File: src/rtl/ps2mc_pkg.sv
// Shared types and constants for the PS/2 mouse packet cursor block
`timescale 1ns / 1ps
package ps2mc_pkg;

    localparam int unsigned BYTE_W    = 8;
    localparam int unsigned POS_W     = 12;
    localparam int unsigned DX_W      = 9;
    localparam int unsigned DY_W      = 10;
    localparam int unsigned BTN_W     = 2;
    localparam int unsigned SUM_W     = POS_W + 2;
    localparam int unsigned APB_AW    = 3;
    localparam int unsigned APB_DW    = 32;

    localparam int unsigned FIFO_DEPTH = 2;
    localparam int unsigned FIFO_PW    = $clog2(FIFO_DEPTH);
    localparam int unsigned FIFO_CW    = $clog2(FIFO_DEPTH + 1);

    localparam logic [POS_W-1:0] X_LIMIT_RESET = POS_W'(320 - 16);
    localparam logic [POS_W-1:0] Y_LIMIT_RESET = POS_W'(200 - 16);
    localparam logic [POS_W-1:0] POS_RESET     = POS_W'(40);

    localparam logic REG_X_LIMIT = 1'b0;
    localparam logic REG_Y_LIMIT = 1'b1;

    localparam logic [BTN_W-1:0] BTN_NONE   = 2'd0;
    localparam logic [BTN_W-1:0] BTN_LEFT   = 2'd1;
    localparam logic [BTN_W-1:0] BTN_RIGHT  = 2'd2;
    localparam logic [BTN_W-1:0] BTN_MIDDLE = 2'd3;

    localparam int unsigned BIT_LEFT   = 0;
    localparam int unsigned BIT_RIGHT  = 1;
    localparam int unsigned BIT_MIDDLE = 2;
    localparam int unsigned BIT_XSIGN  = 4;
    localparam int unsigned BIT_YSIGN  = 5;

    typedef enum logic [1:0] {
        PH_ACK    = 2'd0,
        PH_FIRST  = 2'd1,
        PH_SECOND = 2'd2,
        PH_THIRD  = 2'd3
    } phase_t;

    typedef struct packed {
        logic [BYTE_W-1:0] first;
        logic [BYTE_W-1:0] second;
        logic [BYTE_W-1:0] third;
    } packet_t;

    typedef struct packed {
        logic    push;
        packet_t pkt;
    } push_t;

endpackage

File: src/rtl/ps2_mouse_packet_cursor.sv
// Top level of the PS/2 mouse packet decoder with clamped cursor
`timescale 1ns / 1ps
// Usage:
//   in channel (in_valid/in_ready/in_byte): one raw mouse byte per item.
//   The first item after reset is the device acknowledge and is dropped;
//   after that every three items form one packet.
//   out channel (out_valid/out_ready/...): one item per completed packet,
//   carrying button, delta_x, delta_y and the new clamped cursor position.
//   A packet's third byte enters the packet queue; the packet then moves to the
//   output register when it is free. Throughput: one byte per cycle while the
//   queue is not full, set by the back-end add-and-clamp and the two-entry queue.
//   APB port: x_limit at address 0, y_limit at address 4, 12 bits each;
//   write only while no packet is in flight.
//   Reset: phase returns to awaiting acknowledge, cursor to (40,40),
//   limits to 304 and 184; queue and output register are emptied.
//   Receiver stall: the output item holds, the packet queue fills, and
//   in_ready drops once the queue is full; no item is lost.
module ps2_mouse_packet_cursor (
    input  logic                               clk,
    input  logic                               rst_n,
    input  logic                               in_valid,
    output logic                               in_ready,
    input  logic [ps2mc_pkg::BYTE_W-1:0]       in_byte,
    output logic                               out_valid,
    input  logic                               out_ready,
    output logic [ps2mc_pkg::BTN_W-1:0]        button,
    output logic signed [ps2mc_pkg::DX_W-1:0]  delta_x,
    output logic signed [ps2mc_pkg::DY_W-1:0]  delta_y,
    output logic [ps2mc_pkg::POS_W-1:0]        cursor_x,
    output logic [ps2mc_pkg::POS_W-1:0]        cursor_y,
    input  logic                               psel,
    input  logic                               penable,
    input  logic                               pwrite,
    input  logic [ps2mc_pkg::APB_AW-1:0]       paddr,
    input  logic [ps2mc_pkg::APB_DW-1:0]       pwdata,
    output logic [ps2mc_pkg::APB_DW-1:0]       prdata,
    output logic                               pready
);
    import ps2mc_pkg::*;

    logic [POS_W-1:0] x_limit_reg;
    logic [POS_W-1:0] y_limit_reg;
    logic             cfg_we;
    logic             reg_idx;
    push_t            push;
    packet_t          head;
    logic             fifo_full;
    logic             fifo_empty;
    logic             pop;

    assign pready  = 1'b1;
    assign cfg_we  = psel && penable && pwrite;
    assign reg_idx = paddr[2];

    always_ff @(posedge clk or negedge rst_n)
    begin
        if (!rst_n)
        begin
            x_limit_reg <= X_LIMIT_RESET;
            y_limit_reg <= Y_LIMIT_RESET;
        end
        else if (cfg_we)
        begin
            unique case (reg_idx)
                REG_X_LIMIT: x_limit_reg <= pwdata[POS_W-1:0];
                REG_Y_LIMIT: y_limit_reg <= pwdata[POS_W-1:0];
                default:     ;
            endcase
        end
    end

    always_comb
    begin
        unique case (reg_idx)
            REG_X_LIMIT: prdata = {{(APB_DW - POS_W){1'b0}}, x_limit_reg};
            REG_Y_LIMIT: prdata = {{(APB_DW - POS_W){1'b0}}, y_limit_reg};
            default:     prdata = '0;
        endcase
    end

    ps2mc_front u_front (
        .clk       (clk),
        .rst_n     (rst_n),
        .in_valid  (in_valid),
        .in_ready  (in_ready),
        .in_byte   (in_byte),
        .fifo_full (fifo_full),
        .push_o    (push)
    );

    ps2mc_fifo u_fifo (
        .clk    (clk),
        .rst_n  (rst_n),
        .push_i (push),
        .pop    (pop),
        .head   (head),
        .empty  (fifo_empty),
        .full   (fifo_full)
    );

    ps2mc_back u_back (
        .clk        (clk),
        .rst_n      (rst_n),
        .head       (head),
        .fifo_empty (fifo_empty),
        .pop        (pop),
        .x_limit    (x_limit_reg),
        .y_limit    (y_limit_reg),
        .out_valid  (out_valid),
        .out_ready  (out_ready),
        .button     (button),
        .delta_x    (delta_x),
        .delta_y    (delta_y),
        .cursor_x   (cursor_x),
        .cursor_y   (cursor_y)
    );

endmodule

File: src/rtl/ps2mc_front.sv
// Byte framing: skip the acknowledge, gather three-byte packets
`timescale 1ns / 1ps
module ps2mc_front (
    input  logic                        clk,
    input  logic                        rst_n,
    input  logic                        in_valid,
    output logic                        in_ready,
    input  logic [ps2mc_pkg::BYTE_W-1:0] in_byte,
    input  logic                        fifo_full,
    output ps2mc_pkg::push_t            push_o
);
    import ps2mc_pkg::*;

    phase_t            phase_reg;
    phase_t            phase_next;
    logic [BYTE_W-1:0] first_reg;
    logic [BYTE_W-1:0] first_next;
    logic [BYTE_W-1:0] second_reg;
    logic [BYTE_W-1:0] second_next;
    logic              accept;

    assign in_ready = !fifo_full;
    assign accept   = in_valid && in_ready;

    always_comb
    begin
        phase_next = phase_reg;
        if (accept)
        begin
            unique case (phase_reg)
                PH_ACK:    phase_next = PH_FIRST;
                PH_FIRST:  phase_next = PH_SECOND;
                PH_SECOND: phase_next = PH_THIRD;
                PH_THIRD:  phase_next = PH_FIRST;
                default:   phase_next = PH_ACK;
            endcase
        end
    end

    always_comb
    begin
        first_next      = first_reg;
        second_next     = second_reg;
        push_o.push     = 1'b0;
        push_o.pkt      = '{first: first_reg, second: second_reg, third: in_byte};
        if (accept)
        begin
            unique case (phase_reg)
                PH_ACK:    ;
                PH_FIRST:  first_next  = in_byte;
                PH_SECOND: second_next = in_byte;
                PH_THIRD:  push_o.push = 1'b1;
                default:   ;
            endcase
        end
    end

    always_ff @(posedge clk or negedge rst_n)
    begin
        if (!rst_n)
        begin
            phase_reg  <= PH_ACK;
            first_reg  <= '0;
            second_reg <= '0;
        end
        else
        begin
            phase_reg  <= phase_next;
            first_reg  <= first_next;
            second_reg <= second_next;
        end
    end

endmodule

File: src/rtl/ps2mc_fifo.sv
// Two-entry packet queue between framing and cursor update
`timescale 1ns / 1ps
module ps2mc_fifo (
    input  logic               clk,
    input  logic               rst_n,
    input  ps2mc_pkg::push_t   push_i,
    input  logic               pop,
    output ps2mc_pkg::packet_t head,
    output logic               empty,
    output logic               full
);
    import ps2mc_pkg::*;

    packet_t              mem_reg [FIFO_DEPTH];
    logic [FIFO_PW-1:0]   wr_ptr_reg;
    logic [FIFO_PW-1:0]   wr_ptr_next;
    logic [FIFO_PW-1:0]   rd_ptr_reg;
    logic [FIFO_PW-1:0]   rd_ptr_next;
    logic [FIFO_CW-1:0]   count_reg;
    logic [FIFO_CW-1:0]   count_next;
    logic                 do_push;
    logic                 do_pop;

    assign empty   = (count_reg == '0);
    assign full    = (count_reg == FIFO_CW'(FIFO_DEPTH));
    assign do_push = push_i.push && !full;
    assign do_pop  = pop && !empty;
    assign head    = mem_reg[rd_ptr_reg];

    always_comb
    begin
        wr_ptr_next = wr_ptr_reg;
        rd_ptr_next = rd_ptr_reg;
        count_next  = count_reg;
        if (do_push)
        begin
            wr_ptr_next = (wr_ptr_reg == FIFO_PW'(FIFO_DEPTH - 1)) ? '0
                                                                    : wr_ptr_reg + 1'b1;
        end
        if (do_pop)
        begin
            rd_ptr_next = (rd_ptr_reg == FIFO_PW'(FIFO_DEPTH - 1)) ? '0
                                                                    : rd_ptr_reg + 1'b1;
        end
        if (do_push && !do_pop)
        begin
            count_next = count_reg + 1'b1;
        end
        else if (do_pop && !do_push)
        begin
            count_next = count_reg - 1'b1;
        end
    end

    always_ff @(posedge clk)
    begin
        if (do_push)
        begin
            mem_reg[wr_ptr_reg] <= push_i.pkt;
        end
    end

    always_ff @(posedge clk or negedge rst_n)
    begin
        if (!rst_n)
        begin
            wr_ptr_reg <= '0;
            rd_ptr_reg <= '0;
            count_reg  <= '0;
        end
        else
        begin
            wr_ptr_reg <= wr_ptr_next;
            rd_ptr_reg <= rd_ptr_next;
            count_reg  <= count_next;
        end
    end

endmodule

File: src/rtl/ps2mc_back.sv
// Packet decode, cursor add and clamp, output register
`timescale 1ns / 1ps
module ps2mc_back (
    input  logic                              clk,
    input  logic                              rst_n,
    input  ps2mc_pkg::packet_t                head,
    input  logic                              fifo_empty,
    output logic                              pop,
    input  logic [ps2mc_pkg::POS_W-1:0]       x_limit,
    input  logic [ps2mc_pkg::POS_W-1:0]       y_limit,
    output logic                              out_valid,
    input  logic                              out_ready,
    output logic [ps2mc_pkg::BTN_W-1:0]       button,
    output logic signed [ps2mc_pkg::DX_W-1:0] delta_x,
    output logic signed [ps2mc_pkg::DY_W-1:0] delta_y,
    output logic [ps2mc_pkg::POS_W-1:0]       cursor_x,
    output logic [ps2mc_pkg::POS_W-1:0]       cursor_y
);
    import ps2mc_pkg::*;

    function automatic logic [POS_W-1:0] clamp(input logic [SUM_W-1:0] sum,
                                               input logic [POS_W-1:0] limit);
        logic [POS_W-1:0] res;
        if (sum[SUM_W-1])
        begin
            res = '0;
        end
        else if (sum[SUM_W-2:0] > {1'b0, limit})
        begin
            res = limit;
        end
        else
        begin
            res = sum[POS_W-1:0];
        end
        return res;
    endfunction

    logic                     out_valid_reg;
    logic [BTN_W-1:0]         button_reg;
    logic [BTN_W-1:0]         button_next;
    logic [DX_W-1:0]          delta_x_reg;
    logic [DX_W-1:0]          delta_x_next;
    logic [DY_W-1:0]          delta_y_reg;
    logic [DY_W-1:0]          delta_y_next;
    logic [POS_W-1:0]         pos_x_reg;
    logic [POS_W-1:0]         pos_x_next;
    logic [POS_W-1:0]         pos_y_reg;
    logic [POS_W-1:0]         pos_y_next;
    logic [DX_W-1:0]          dy_raw;
    logic [SUM_W-1:0]         sum_x;
    logic [SUM_W-1:0]         sum_y;

    assign pop = !fifo_empty && (!out_valid_reg || out_ready);

    always_comb
    begin
        priority if (head.first[BIT_LEFT])
        begin
            button_next = BTN_LEFT;
        end
        else if (head.first[BIT_RIGHT])
        begin
            button_next = BTN_RIGHT;
        end
        else if (head.first[BIT_MIDDLE])
        begin
            button_next = BTN_MIDDLE;
        end
        else
        begin
            button_next = BTN_NONE;
        end
    end

    always_comb
    begin
        delta_x_next = {head.first[BIT_XSIGN], head.second};
        dy_raw       = {head.first[BIT_YSIGN], head.third};
        delta_y_next = DY_W'(0) - {dy_raw[DX_W-1], dy_raw};
        sum_x        = {2'b00, pos_x_reg}
                     + {{(SUM_W - DX_W){delta_x_next[DX_W-1]}}, delta_x_next};
        sum_y        = {2'b00, pos_y_reg}
                     + {{(SUM_W - DY_W){delta_y_next[DY_W-1]}}, delta_y_next};
        pos_x_next   = clamp(sum_x, x_limit);
        pos_y_next   = clamp(sum_y, y_limit);
    end

    always_ff @(posedge clk or negedge rst_n)
    begin
        if (!rst_n)
        begin
            out_valid_reg <= 1'b0;
            pos_x_reg     <= POS_RESET;
            pos_y_reg     <= POS_RESET;
        end
        else
        begin
            if (pop)
            begin
                out_valid_reg <= 1'b1;
                pos_x_reg     <= pos_x_next;
                pos_y_reg     <= pos_y_next;
            end
            else if (out_ready)
            begin
                out_valid_reg <= 1'b0;
            end
        end
    end

    always_ff @(posedge clk)
    begin
        if (pop)
        begin
            button_reg  <= button_next;
            delta_x_reg <= delta_x_next;
            delta_y_reg <= delta_y_next;
        end
    end

    assign out_valid = out_valid_reg;
    assign button    = button_reg;
    assign delta_x   = $signed(delta_x_reg);
    assign delta_y   = $signed(delta_y_reg);
    assign cursor_x  = pos_x_reg;
    assign cursor_y  = pos_y_reg;

endmodule

File: config.mk
export PLATFORM = sky130hd
export DESIGN_NAME = ps2_mouse_packet_cursor
export DESIGN_NICKNAME = d
export VERILOG_FILES = /design/src/rtl/ps2mc_pkg.sv /design/src/rtl/ps2_mouse_packet_cursor.sv /design/src/rtl/ps2mc_front.sv /design/src/rtl/ps2mc_fifo.sv /design/src/rtl/ps2mc_back.sv
export SDC_FILE = /design/constraint.sdc
export NUM_CORES = 1
export LEC_CHECK = 0
export BUFFER_PORTS_ARGS = -buffer_cell sky130_fd_sc_hd__buf_2
export CAP_MARGIN = 0
export CORE_MARGIN = 4
export CORE_UTILIZATION = 35
export DETAILED_ROUTE_END_ITERATION = 16
export SETUP_SLACK_MARGIN = 0.3
export SLEW_MARGIN = 20
export SYNTH_ARGS = -nofsm -noshare
export SYNTH_HDL_FRONTEND = slang
export SYNTH_SLANG_ARGS = --single-unit
File: constraint.sdc
create_clock -name clk -period 7.95 [get_ports clk]
set_clock_uncertainty 0.2 [all_clocks]
set_input_delay 0.3975 -clock clk [delete_from_list [all_inputs] [get_ports clk]]
set_output_delay 0.3975 -clock clk [all_outputs]
set_load 0.02 [all_outputs]
=== Word-level counts from Yosys, hierarchy flattened ===
Memory sizes are Yosys's and may differ from the RTL's.
Cells that the tools add are included.

* Flip-flop bits (word level): 92
* Memory bits (writable): 48
* Input port bits: 50
* Output and inout port bits: 80
* Logic and storage cells: 70
* Memories: 1

* Add/subtract/negate cells: 7
* Magnitude comparators: 2
* Equality and inequality tests: 4
* Multiplexer cells: 18
* Bitwise gates (word level): 1
* Reductions and logical operators: 23

{| class="wikitable"
|+ Memory list
! name !! words !! bits a word !! rd ports !! clocked after memory_dff !! write ports !! line !! source
|-
| u_fifo.mem_reg || 2 || 24 || 1 || 0 || 1 || ps2mc_fifo.sv:14 || <nowiki>packet_t mem_reg [FIFO_DEPTH];</nowiki>
|}

{| class="wikitable"
|+ Operators with widths
! cell !! count
|-
| $pmux 32 s2 || 1
|-
| $mux 12 || 4
|-
| $gt 13x12->1 || 2
|-
| $add 13x10->14 || 1
|-
| $add 13x9->14 || 1
|-
| $sub 1x9->10 const A || 1
|-
| $logic_and 1x1->1 || 8
|-
| $mux 1 || 8
|-
| $mux 2 || 4
|-
| $reduce_and 2->1 || 4
|-
| $eq 2x2->1 const B || 3
|-
| $pmux 2 s3 || 1
|-
| $logic_not 1->1 || 5
|-
| $logic_not 2->1 || 2
|-
| $reduce_bool 2->1 || 2
|-
| $add 1x1->1 const B || 2
|-
| $add 2x1->2 const B || 1
|-
| $eq 2x1->1 const B || 1
|-
| $reduce_or 2->1 || 1
|-
| $sub 2x1->2 const B || 1
|-
| $logic_or 1x1->1 || 1
|-
| $not 1->1 || 1
|}

=== Depth between registers and ports, before layout ===
Gate-level depths: netlist (run 1).

* Depth in word-level cells: 9
* Mapped depth: 24
* Gate-level depth less buffers: 21

=== Modules after synthesis ===
From an unflattened synthesis (run 1), not the netlist that was laid out.

* Cells, all modules: 632
* Area, all modules: 7,930.1 µm²

{| class="wikitable"
|+ By module, submodules not included
! module !! times used !! cells each !! area each (µm²) !! seq. area each (µm²)
|-
| ps2mc_back || 1 || 396 || 3,806.2 || 1,261.2
|-
| ps2mc_fifo || 1 || 94 || 2,030.7 || 1,541.5
|-
| ps2_mouse_packet_cursor || 1 || 88 || 1,281.2 || 609.3
|-
| ps2mc_front || 1 || 54 || 812.0 || 450.4
|}

=== Worst setup path after synthesis (run 1) ===
No wires, ideal clock.

* Kind: register to register
* From: reg u_fifo.rd_ptr_reg
* To: reg u_back.pos_y_reg[11], in the netlist u_back.cursor_y[11]
* Library setup time: 0.151 ns
* Data arrival time: 4.573 ns
* Required time: 7.599 ns
* Slack: 3.026 ns
* Cell stages (with the launch flop): 24
* Buffers on the path: 4
* Period minus slack after synthesis: 4.924 ns
* Cells stage by stage: dfrtp_1 > buf_6 > clkbuf_1 > mux2i_1 > ha_1 > o21ai_0 > nand2b_1 > or3_1 > nand3_1 > o21ai_0 > ha_1 > buf_2 > nand2_1 > o311ai_1 > a21oi_1 > xor2_1 > ha_1 > nand4_1 > o32a_1 > o31ai_1 > nand4b_4 > buf_12 > mux2i_1 > o22ai_1

* Longest elaborated chain between the ends: 6

{| class="wikitable"
|+ RTL lines
! item !! line !! source
|-
| from (decl) || ps2mc_fifo.sv:17 || <nowiki>logic [FIFO_PW-1:0] rd_ptr_reg;</nowiki>
|-
| from (signal assigned) || ps2mc_fifo.sv:74 || <nowiki>rd_ptr_reg <= rd_ptr_next;</nowiki>
|-
| $mem_v2 2x24 * || n/a ||
|-
| $sub 1x9->10 * || ps2mc_back.sv:80 || <nowiki>delta_y_next = DY_W'(0) - {dy_raw[DX_W-1], dy_raw};</nowiki>
|-
| via u_back.delta_y_next[6] || ps2mc_back.sv:45 || <nowiki>logic [DY_W-1:0] delta_y_next;</nowiki>
|-
| $add 13x10->14 * || ps2mc_back.sv:84 || <nowiki>+ {{(SUM_W - DY_W){delta_y_next[DY_W-1]}}, delta_y_next};</nowiki>
|-
| $gt 13x12->1 || ps2mc_back.sv:28 || <nowiki>else if (sum[SUM_W-2:0] > {1'b0, limit})</nowiki>
|-
| $mux 12 || ps2mc_back.sv:28 ||
|-
| $mux 12 * || ps2mc_back.sv:24 || <nowiki>if (sum[SUM_W-1])</nowiki>
|-
| to (signal assigned) || ps2mc_back.sv:103 || <nowiki>pos_y_reg <= pos_y_next;</nowiki>
|-
| to (decl) || ps2mc_back.sv:48 || <nowiki>logic [POS_W-1:0] pos_y_reg;</nowiki>
|}

Mark *: on every way through the listed nets, which the timed path passes. The rest lies on a longest branch.
A chain may end at the register's enable or synchronous reset.

=== Final worst setup path (run 1) ===
* From: reg u_fifo.rd_ptr_reg
* To: reg u_back.pos_y_reg[6], in the netlist u_back.cursor_y[6]

Same word-level chain as after synthesis.

==> reports/metrics.yaml, run 1 <==
clock_tree:
  cts_root_buf: "clkbuf_16"
  cts.sinks: 131
  clock_path_buffers: 2
  htree_levels: 4
  postCtsHoldBufs: 1
  cts_buffers: 17
  post_cts_buffers: 0
  clock_latency_ps: 420
  cts_resized: 0
  cts_tree: "yes"
  clk_pin_slew_worst_paths_ps: 60
timing:
  setup_violations: 0
  timing_hold_violations_final: 0
  maxSlewHeadroom_pct: 31.7
  worst_pin_slew_ps: 1020
  fin_crit_sh_pct: 67.8
  max_freq_mhz: 186
  period_minus_slack_ps: 5390
  rsz0062_at_grt: "false"
  drv_slew: 0
  fin_tns_setup_ps: 0
global_routing:
  grt_first_pass_wirelength_mm: 26.2
  overflow: 0
  grt_max_degree: 69
  grt_use_total_pct: 14.3
  antenna_found_initial: 0
  busiest_layer: "met2"
  use_met3_pct: 3.36
  use_met1_pct: 18.8
  grt_pass1_vias: 4891
  met2_usage_pct: 23.3
detailed_routing:
  wirelength_mm: 16.5
  drtIter0Drc: 309
  avgViaCountPerCell: 4.77
  firstDrtPassIters: 4
  vias: 4828
  drc: 0
  wl_per_cell_um: 16.3
  postRouteAntennaNets: 0
yosys:
  synth_edf_count: 63
  async_reset_ff_share_pct: 51.9
  synthCells: 635
  ys.flop_type: "edfxtp_1"
  postSynthAreaPerCell_um2: 11.6
  synth_seq_area_share_pct: 49.0
  ys_ff_latch: 131
  synthesis.area_mm2: 0.00736
  yosysWarnings: 0
  synth_cell_types: 64
layout:
  syn2layout_area_growth_pct: 17.3
  final_common_cell: "buf_2"
  multiInputGateArea_mm2: 0.00341
  finalNetCount: 839
  final_cell_mix: "buf_2, edfxtp_1, ha_1"
  regArea_mm2: 0.00361
  nFillCells: 1992
  drive_gt1_share_pct: 26.7
  final_util_pct: 42.3
  postLayoutCellArea_mm2: 0.00864
  antenna_cells: 0
  largest_register_ff_count: 42
flow_run:
  cap_violations: 0
setup_path:
  worst_ep_required_time_ps: 8040
  worstSetupPathType: "reg -> reg"
  start_kind: "flop"
  worst_ep_arrival_time_ps: 5470
  end_kind: "flop"
  critPathMaxFanout: 17
floorplanning:
  initial_core_util_pct: 36.0
  rows: 52
  coreArea_mm2: 0.0204
  die_w_um: 153
  io_pins: 130
  die_y_um: 153
  dieArea_mm2: 0.0234
placement:
  postPlaceCellArea_mm2: 0.00799
  io_buffers: 86
  place_congestion: 0.843
  dp_hpwl_mm: 12.5
power:
  p_leak_nw: 3.89
  powerDensity_mw_per_mm2: 460
  vdd_drop_max_mv: 0.163
min_path:
  hold_class: "in -> async"
outcome:
  status: "complete, no violations"
final timing paths:
| kind | slack, ps | end | cells after the start | start |
|---|---|---|---|---|
| max | 2560 | u_back.cursor_y[6]$_DFFE_PN0P_ | 19 | u_fifo.rd_ptr_reg$_DFFE_PN0P_ |
| min | 7 | u_front.first_reg[0]$_DFFE_PN0P_ | 2 | rst_n |
| min in group clk | 20 | u_fifo.mem_reg[1][7]$_DFFE_PP_ | 1 | in_byte[7] |
| max reg2reg | 2560 | u_back.cursor_y[6]$_DFFE_PN0P_ | 19 | u_fifo.rd_ptr_reg$_DFFE_PN0P_ |
| max in group asynchronous | 6950 | y_limit_reg[9]$_DFFE_PN0P_ | 2 | rst_n |
| min reg2reg | 270 | u_fifo.mem_reg[1][8]$_DFFE_PP_ | 0 | u_front.second_reg[0]$_DFFE_PN0P_ |
power breakdown:
group / internal (mW) / switching [mW] / total (mW)
Combinational: 0.821 / 1.17 / 1.99
Clock: 0.511 / 0.337 / 0.848
Sequential: 0.991 / 0.141 / 1.13
final cells by class:
class                           instances  share of cell area (%)
Clock inverter                         15                    2.42
Timing Repair Buffer                   92                    5.53
Multi-Input combinational cell        443                    39.5
Sequential cell                       131                    41.8
Tap cell                              270                    3.91
Clock buffer                           17                    4.93
Inverter                               44                    1.91
per-layer routing:
metal  share of wire [%]  up-vias
met4                 1.7        0
met3                 4.1       22
met2                  47       93
met1                  47     2282
li1                    -     2431
met5                   0        -
stage by stage:
step	hold slack, ps	setup slack, ps	total power, mW	std cells
floorplan	-98.1	3030	2.69	654
global placement	241	2620	3.13	979
detailed placement	251	2570	3.15	979
CTS	1.27	2530	4.02	1012
global route	7.90	2090	4.30	1012
finish	6.66	2560	3.97	1012
cell families after synthesis:
group | count (synthesis) | share of synthesized area (%)
and+or+nand+nor | 138 | 9.64
xor gates and xnor gates | 33 | 3.93
other | 2 | 0.102
DFF | 131 | 49.0
adders and majority gates | 60 | 10.4
muxes | 79 | 11.6
buffers and inverters | 80 | 5.64
AOI/OAI and AO/OA | 112 | 9.74
synthesized netlist by cell type, drive strengths merged (3+ instances only):
master	count	area share [%]
a31oi	6	0.51
nor2b	3	0.25
o31ai	3	0.37
mux2i	34	4.7
o211ai	3	0.49
nand4	7	0.59
ha	58	9.9
nand2	48	2.4
buf	28	3.0
nand3	6	0.41
clkbuf	8	0.41
dfstp	11	3.9
nand2b	5	0.42
dfrtp	57	19
mux2	45	6.9
a21o	8	0.82
nor3b	3	0.44
and2	3	0.25
nor2	32	1.6
a21oi	18	1.3
a211oi	4	0.41
xnor2	21	2.5
and3	3	0.25
o21ai	52	3.7
xor2	12	1.4
or3	5	0.44
inv	44	2.2
o21a	4	0.41
nand4b	3	0.56
o22ai	5	0.51
nor3	13	0.95
edfxtp	63	26
worst max-delay path: stages (launching register included):
cell and delay, ps:
dfrtp_1 720, mux2i_1 330, ha_1 210, o21ai_0 120, nand2b_1 220, or3_1 330
nand3_1 80, o21ai_0 180, ha_1 480, nand2_1 80, o311ai_1 400, a21oi_1 150
xor2_1 180, ha_1 320, nand4_1 100, o32a_1 310, o31ai_1 130, nand4b_4 330
mux2i_1 300, o21ai_1 80
Power figures use the tool's default switching activity.
==> inputs of run 2 (changes only) <==
- ABC_AREA: default -> 1
- clock period: 7.95 -> 4.4 ns (I/O delays scaled with it)
==> run 2 against run 1 <==
Compared with the run above: maximum frequency up 29%; global-route usage up 1.5 points; die area up 2.8%.
==> reports/metrics.yaml, run 2 <==
outcome:
  status: "complete, no violations"
yosys:
  synthesis.area_mm2: 0.00758  # +2.9%
  ys.flop_type: "edfxtp_1"
  postSynthAreaPerCell_um2: 8.79  # -24%
  yosysWarnings: 0  # unchanged
  yosysTopAreaCell: "edfxtp_1"
  synthCells: 862  # +36%
  async_reset_ff_share_pct: 51.9  # unchanged
  synth_seq_area_share_pct: 47.6  # -1.4 points
  synth.area.top_cells: "edfxtp_1, dfrtp_1, nand2_1"
  synth_most_common_cell: "nand2_1"
  synth_edf_count: 63  # unchanged
  synth_cell_types: 44  # -31%
  yosysTopAreaCellShare_pct: 25.0  # -0.73 points
  synth_common_cells: "nand2_1, inv_1, nand3_1"
  ys_ff_latch: 131  # unchanged
detailed_routing:
  vias: 6062  # +26%
  wirelength_mm: 19.2  # +16%
  postRouteAntennaNets: 0  # unchanged
  drtIter0Drc: 383  # +24%
  avgViaCountPerCell: 4.70  # -1.4%
  wl_per_cell_um: 14.9  # -8.7%
  firstDrtPassIters: 5  # +1
  drc: 0  # unchanged
clock_tree:
  clock_latency_ps: 420  # about the same
  clk_pin_slew_worst_paths_ps: 60  # about the same
  htree_levels: 4  # unchanged
  clock_path_buffers: 2  # unchanged
  cts.sinks: 131  # unchanged
  cts_buffers: 17  # unchanged
  cts_root_buf: "clkbuf_16"
  cts_tree: "yes"
setup_path:
  worst_ep_required_time_ps: 4500  # -3540 ps
  end_kind: "flop"
  start_kind: "flop"
  rrSetupSlack_ps: 220  # -2350 ps
  worst_ep_arrival_time_ps: 4280  # -1190 ps
  crit_start: "u_fifo.rd_ptr_reg$_DFFE_PN0P_"
  worstSetupPathType: "reg -> reg"
  rr_startpoint: "u_fifo.rd_ptr_reg$_DFFE_PN0P_"
  critPathMaxFanout: 7  # -10
timing:
  maxSlewHeadroom_pct: 42.6  # +11 points
  drv_slew: 0  # unchanged
  whs_ps: 152  # +145 ps
  period_minus_slack_ps: 4180  # -1200 ps
  fin_crit_sh_pct: 95.1  # +27 points
  rsz0062_at_grt: "true"
  timing_hold_violations_final: 0  # unchanged
  setup_violations: 0  # unchanged
  worst_pin_slew_ps: 856  # -169 ps
  max_freq_mhz: 239  # +29%
power:
  vdd_drop_max_mv: 0.638  # +290%
  powerDensity_mw_per_mm2: 846  # +84%
  p_leak_nw: 4.72  # +21%
  total_power_mw: 8.25  # +110%
placement:
  io_buffers: 86  # unchanged
  dp_hpwl_mm: 13.6  # +9.1%
  place_congestion: 0.870  # +3.2%
  dpl.cell_count: 1218  # +24%
layout:
  antenna_cells: 0  # unchanged
  final_common_cell: "nand2_1"
  final_cells: 1289  # +27%
  nFillCells: 2004  # +0.60%
  final_cell_mix: "nand2_1, inv_1, buf_2"
  finalNetCount: 1112  # +33%
  largest_register_ff_count: 42  # unchanged
  syn2layout_area_growth_pct: 28.7
  drive_gt1_share_pct: 27.1  # +0.44 points
floorplanning:
  die_w_um: 155  # +1.4%
  coreArea_mm2: 0.0212  # +3.5%
  initial_core_util_pct: 35.8  # -0.22 points
  io_pins: 130  # unchanged
  dieArea_mm2: 0.0241  # +2.8%
  die_y_um: 155  # +1.4%
  rows: 53  # +1.9%
global_routing:
  overflow: 0  # unchanged
  grt_use_total_pct: 15.7  # +1.5 points
  antenna_found_initial: 0  # unchanged
  grt_max_degree: 43  # -38%
  grt_first_pass_wirelength_mm: 29.8  # +13%
  grt_pass1_vias: 5697  # +16%
flow_run:
  cap_violations: 0  # unchanged
min_path:
  hold_class: "in -> async"
run 2: changes by cell type after synthesis, moves of 6 or more:
| cell | before | now |
|---|---|---|
| nand3_1 | 6 | 67 |
| inv_1 | 43 | 121 |
| nor3_1 | 12 | 5 |
| xnor2_1 | 21 | 8 |
| a21oi_1 | 16 | 30 |
| a21o_1 | 8 | 2 |
| xor2_1 | 12 | 22 |
| nand2_1 | 48 | 231 |
| clkbuf_1 | 8 | 14 |
| mux2i_1 | 33 | 3 |
| nor2_1 | 32 | 21 |
| mux2_2 | 45 | 3 |
| o21ai_0 | 39 | 61 |
run 2: cells by family after synthesis:
family          synth area share (%)
compound gates                  8.32
xor+xnor                        3.83
fa+ha+maj                       10.1
buf+inv                         9.69
flops                           47.6
mux                            0.842
other cells                   0.0991
simple gates                    19.5
run 2: timing repair:
item                       4_1_cts  5_1_grt
hold buffers                    23        0
pin swaps                       30       42
hold endpoints to repair        91        0
buffers inserted                10        6
setup endpoints to repair       24       24
cloned                           0        1
gates resized for setup         50       62
run 2: worst max-delay path: stages, from the launching register on:
cell and delay (ps):
dfrtp_2 450, buf_4 180, or2_1 240, o21ai_2 110, nand2_1 90, nor2_2 120, nand3_2 100, nand2_4 130
inv_1 120, ha_2 330, inv_2 130, o21bai_1 110, a31oi_1 250, nand3_2 130, xor2_2 190, inv_1 100
ha_4 270, nand2_1 40, inv_1 60, nand3_1 60, nor2_1 90, nand2_1 90, nand2_4 130, buf_6 140
nand3_2 60, nand3_2 100, nand2_1 50
run 2: layout make-up:
| class | count | area (um2) | share of cell area, % |
|---|---|---|---|
| multi-input combinational | 583 | 3810 | 39.1 |
| sequential | 131 | 3610 | 37.0 |
| timing repair buffer | 144 | 945 | 9.69 |
| inverter | 125 | 469 | 4.81 |
| clock buffer | 18 | 439 | 4.51 |
| tap | 275 | 344 | 3.53 |
| clock inverter | 13 | 126 | 1.30 |
run 2: where the power goes:
part / switching, mW / internal, mW / total, mW / leakage, nW
logic: 3.05 / 1.84 / 4.88 / 3.02
clock network: 0.568 / 0.799 / 1.37 / 0.271
registers: 0.234 / 1.77 / 2.00 / 1.42
run 2: metal layers:
metal  vias to the layer above  wire, um  track usage [%]
li1                       3027         -                -
met1                      2889      8720             20.5
met2                       121      9350             26.1
met3                        25       755             3.64
met4                         0       360             4.75
met5                         -         0                0
run 2: worst paths after layout:
check / endpoint / cells after the start
setup / recovery: u_back.cursor_y[0]$_DFFE_PN0P_ / 26
hold / removal: y_limit_reg[9]$_DFFE_PN0P_ / 2
setup reg to reg: u_back.cursor_y[0]$_DFFE_PN0P_ / 26
hold reg to reg: u_fifo.mem_reg[1][11]$_DFFE_PP_ / 0
max in group asynchronous: u_back.cursor_y[5]$_DFFE_PN1P_ / 3
min in group clk: u_fifo.mem_reg[1][11]$_DFFE_PP_ / 0
run 2: per-stage QoR:
step | util (%) | area, um2 | TNS, ps | worst slack [ps]
2_1_floorplan | - | 7650 | 0 | 473
3_3_place_gp | 39.3 | 8310 | 0 | 42.8
3_5_place_dp | 39.3 | 8310 | 0 | 24.6
4_1_cts | 44.6 | 9430 | 0 | 293
5_1_grt | 46.1 | 9750 | -25.7 | -10.5
6_report | 46.1 | 9750 | 0 | 215
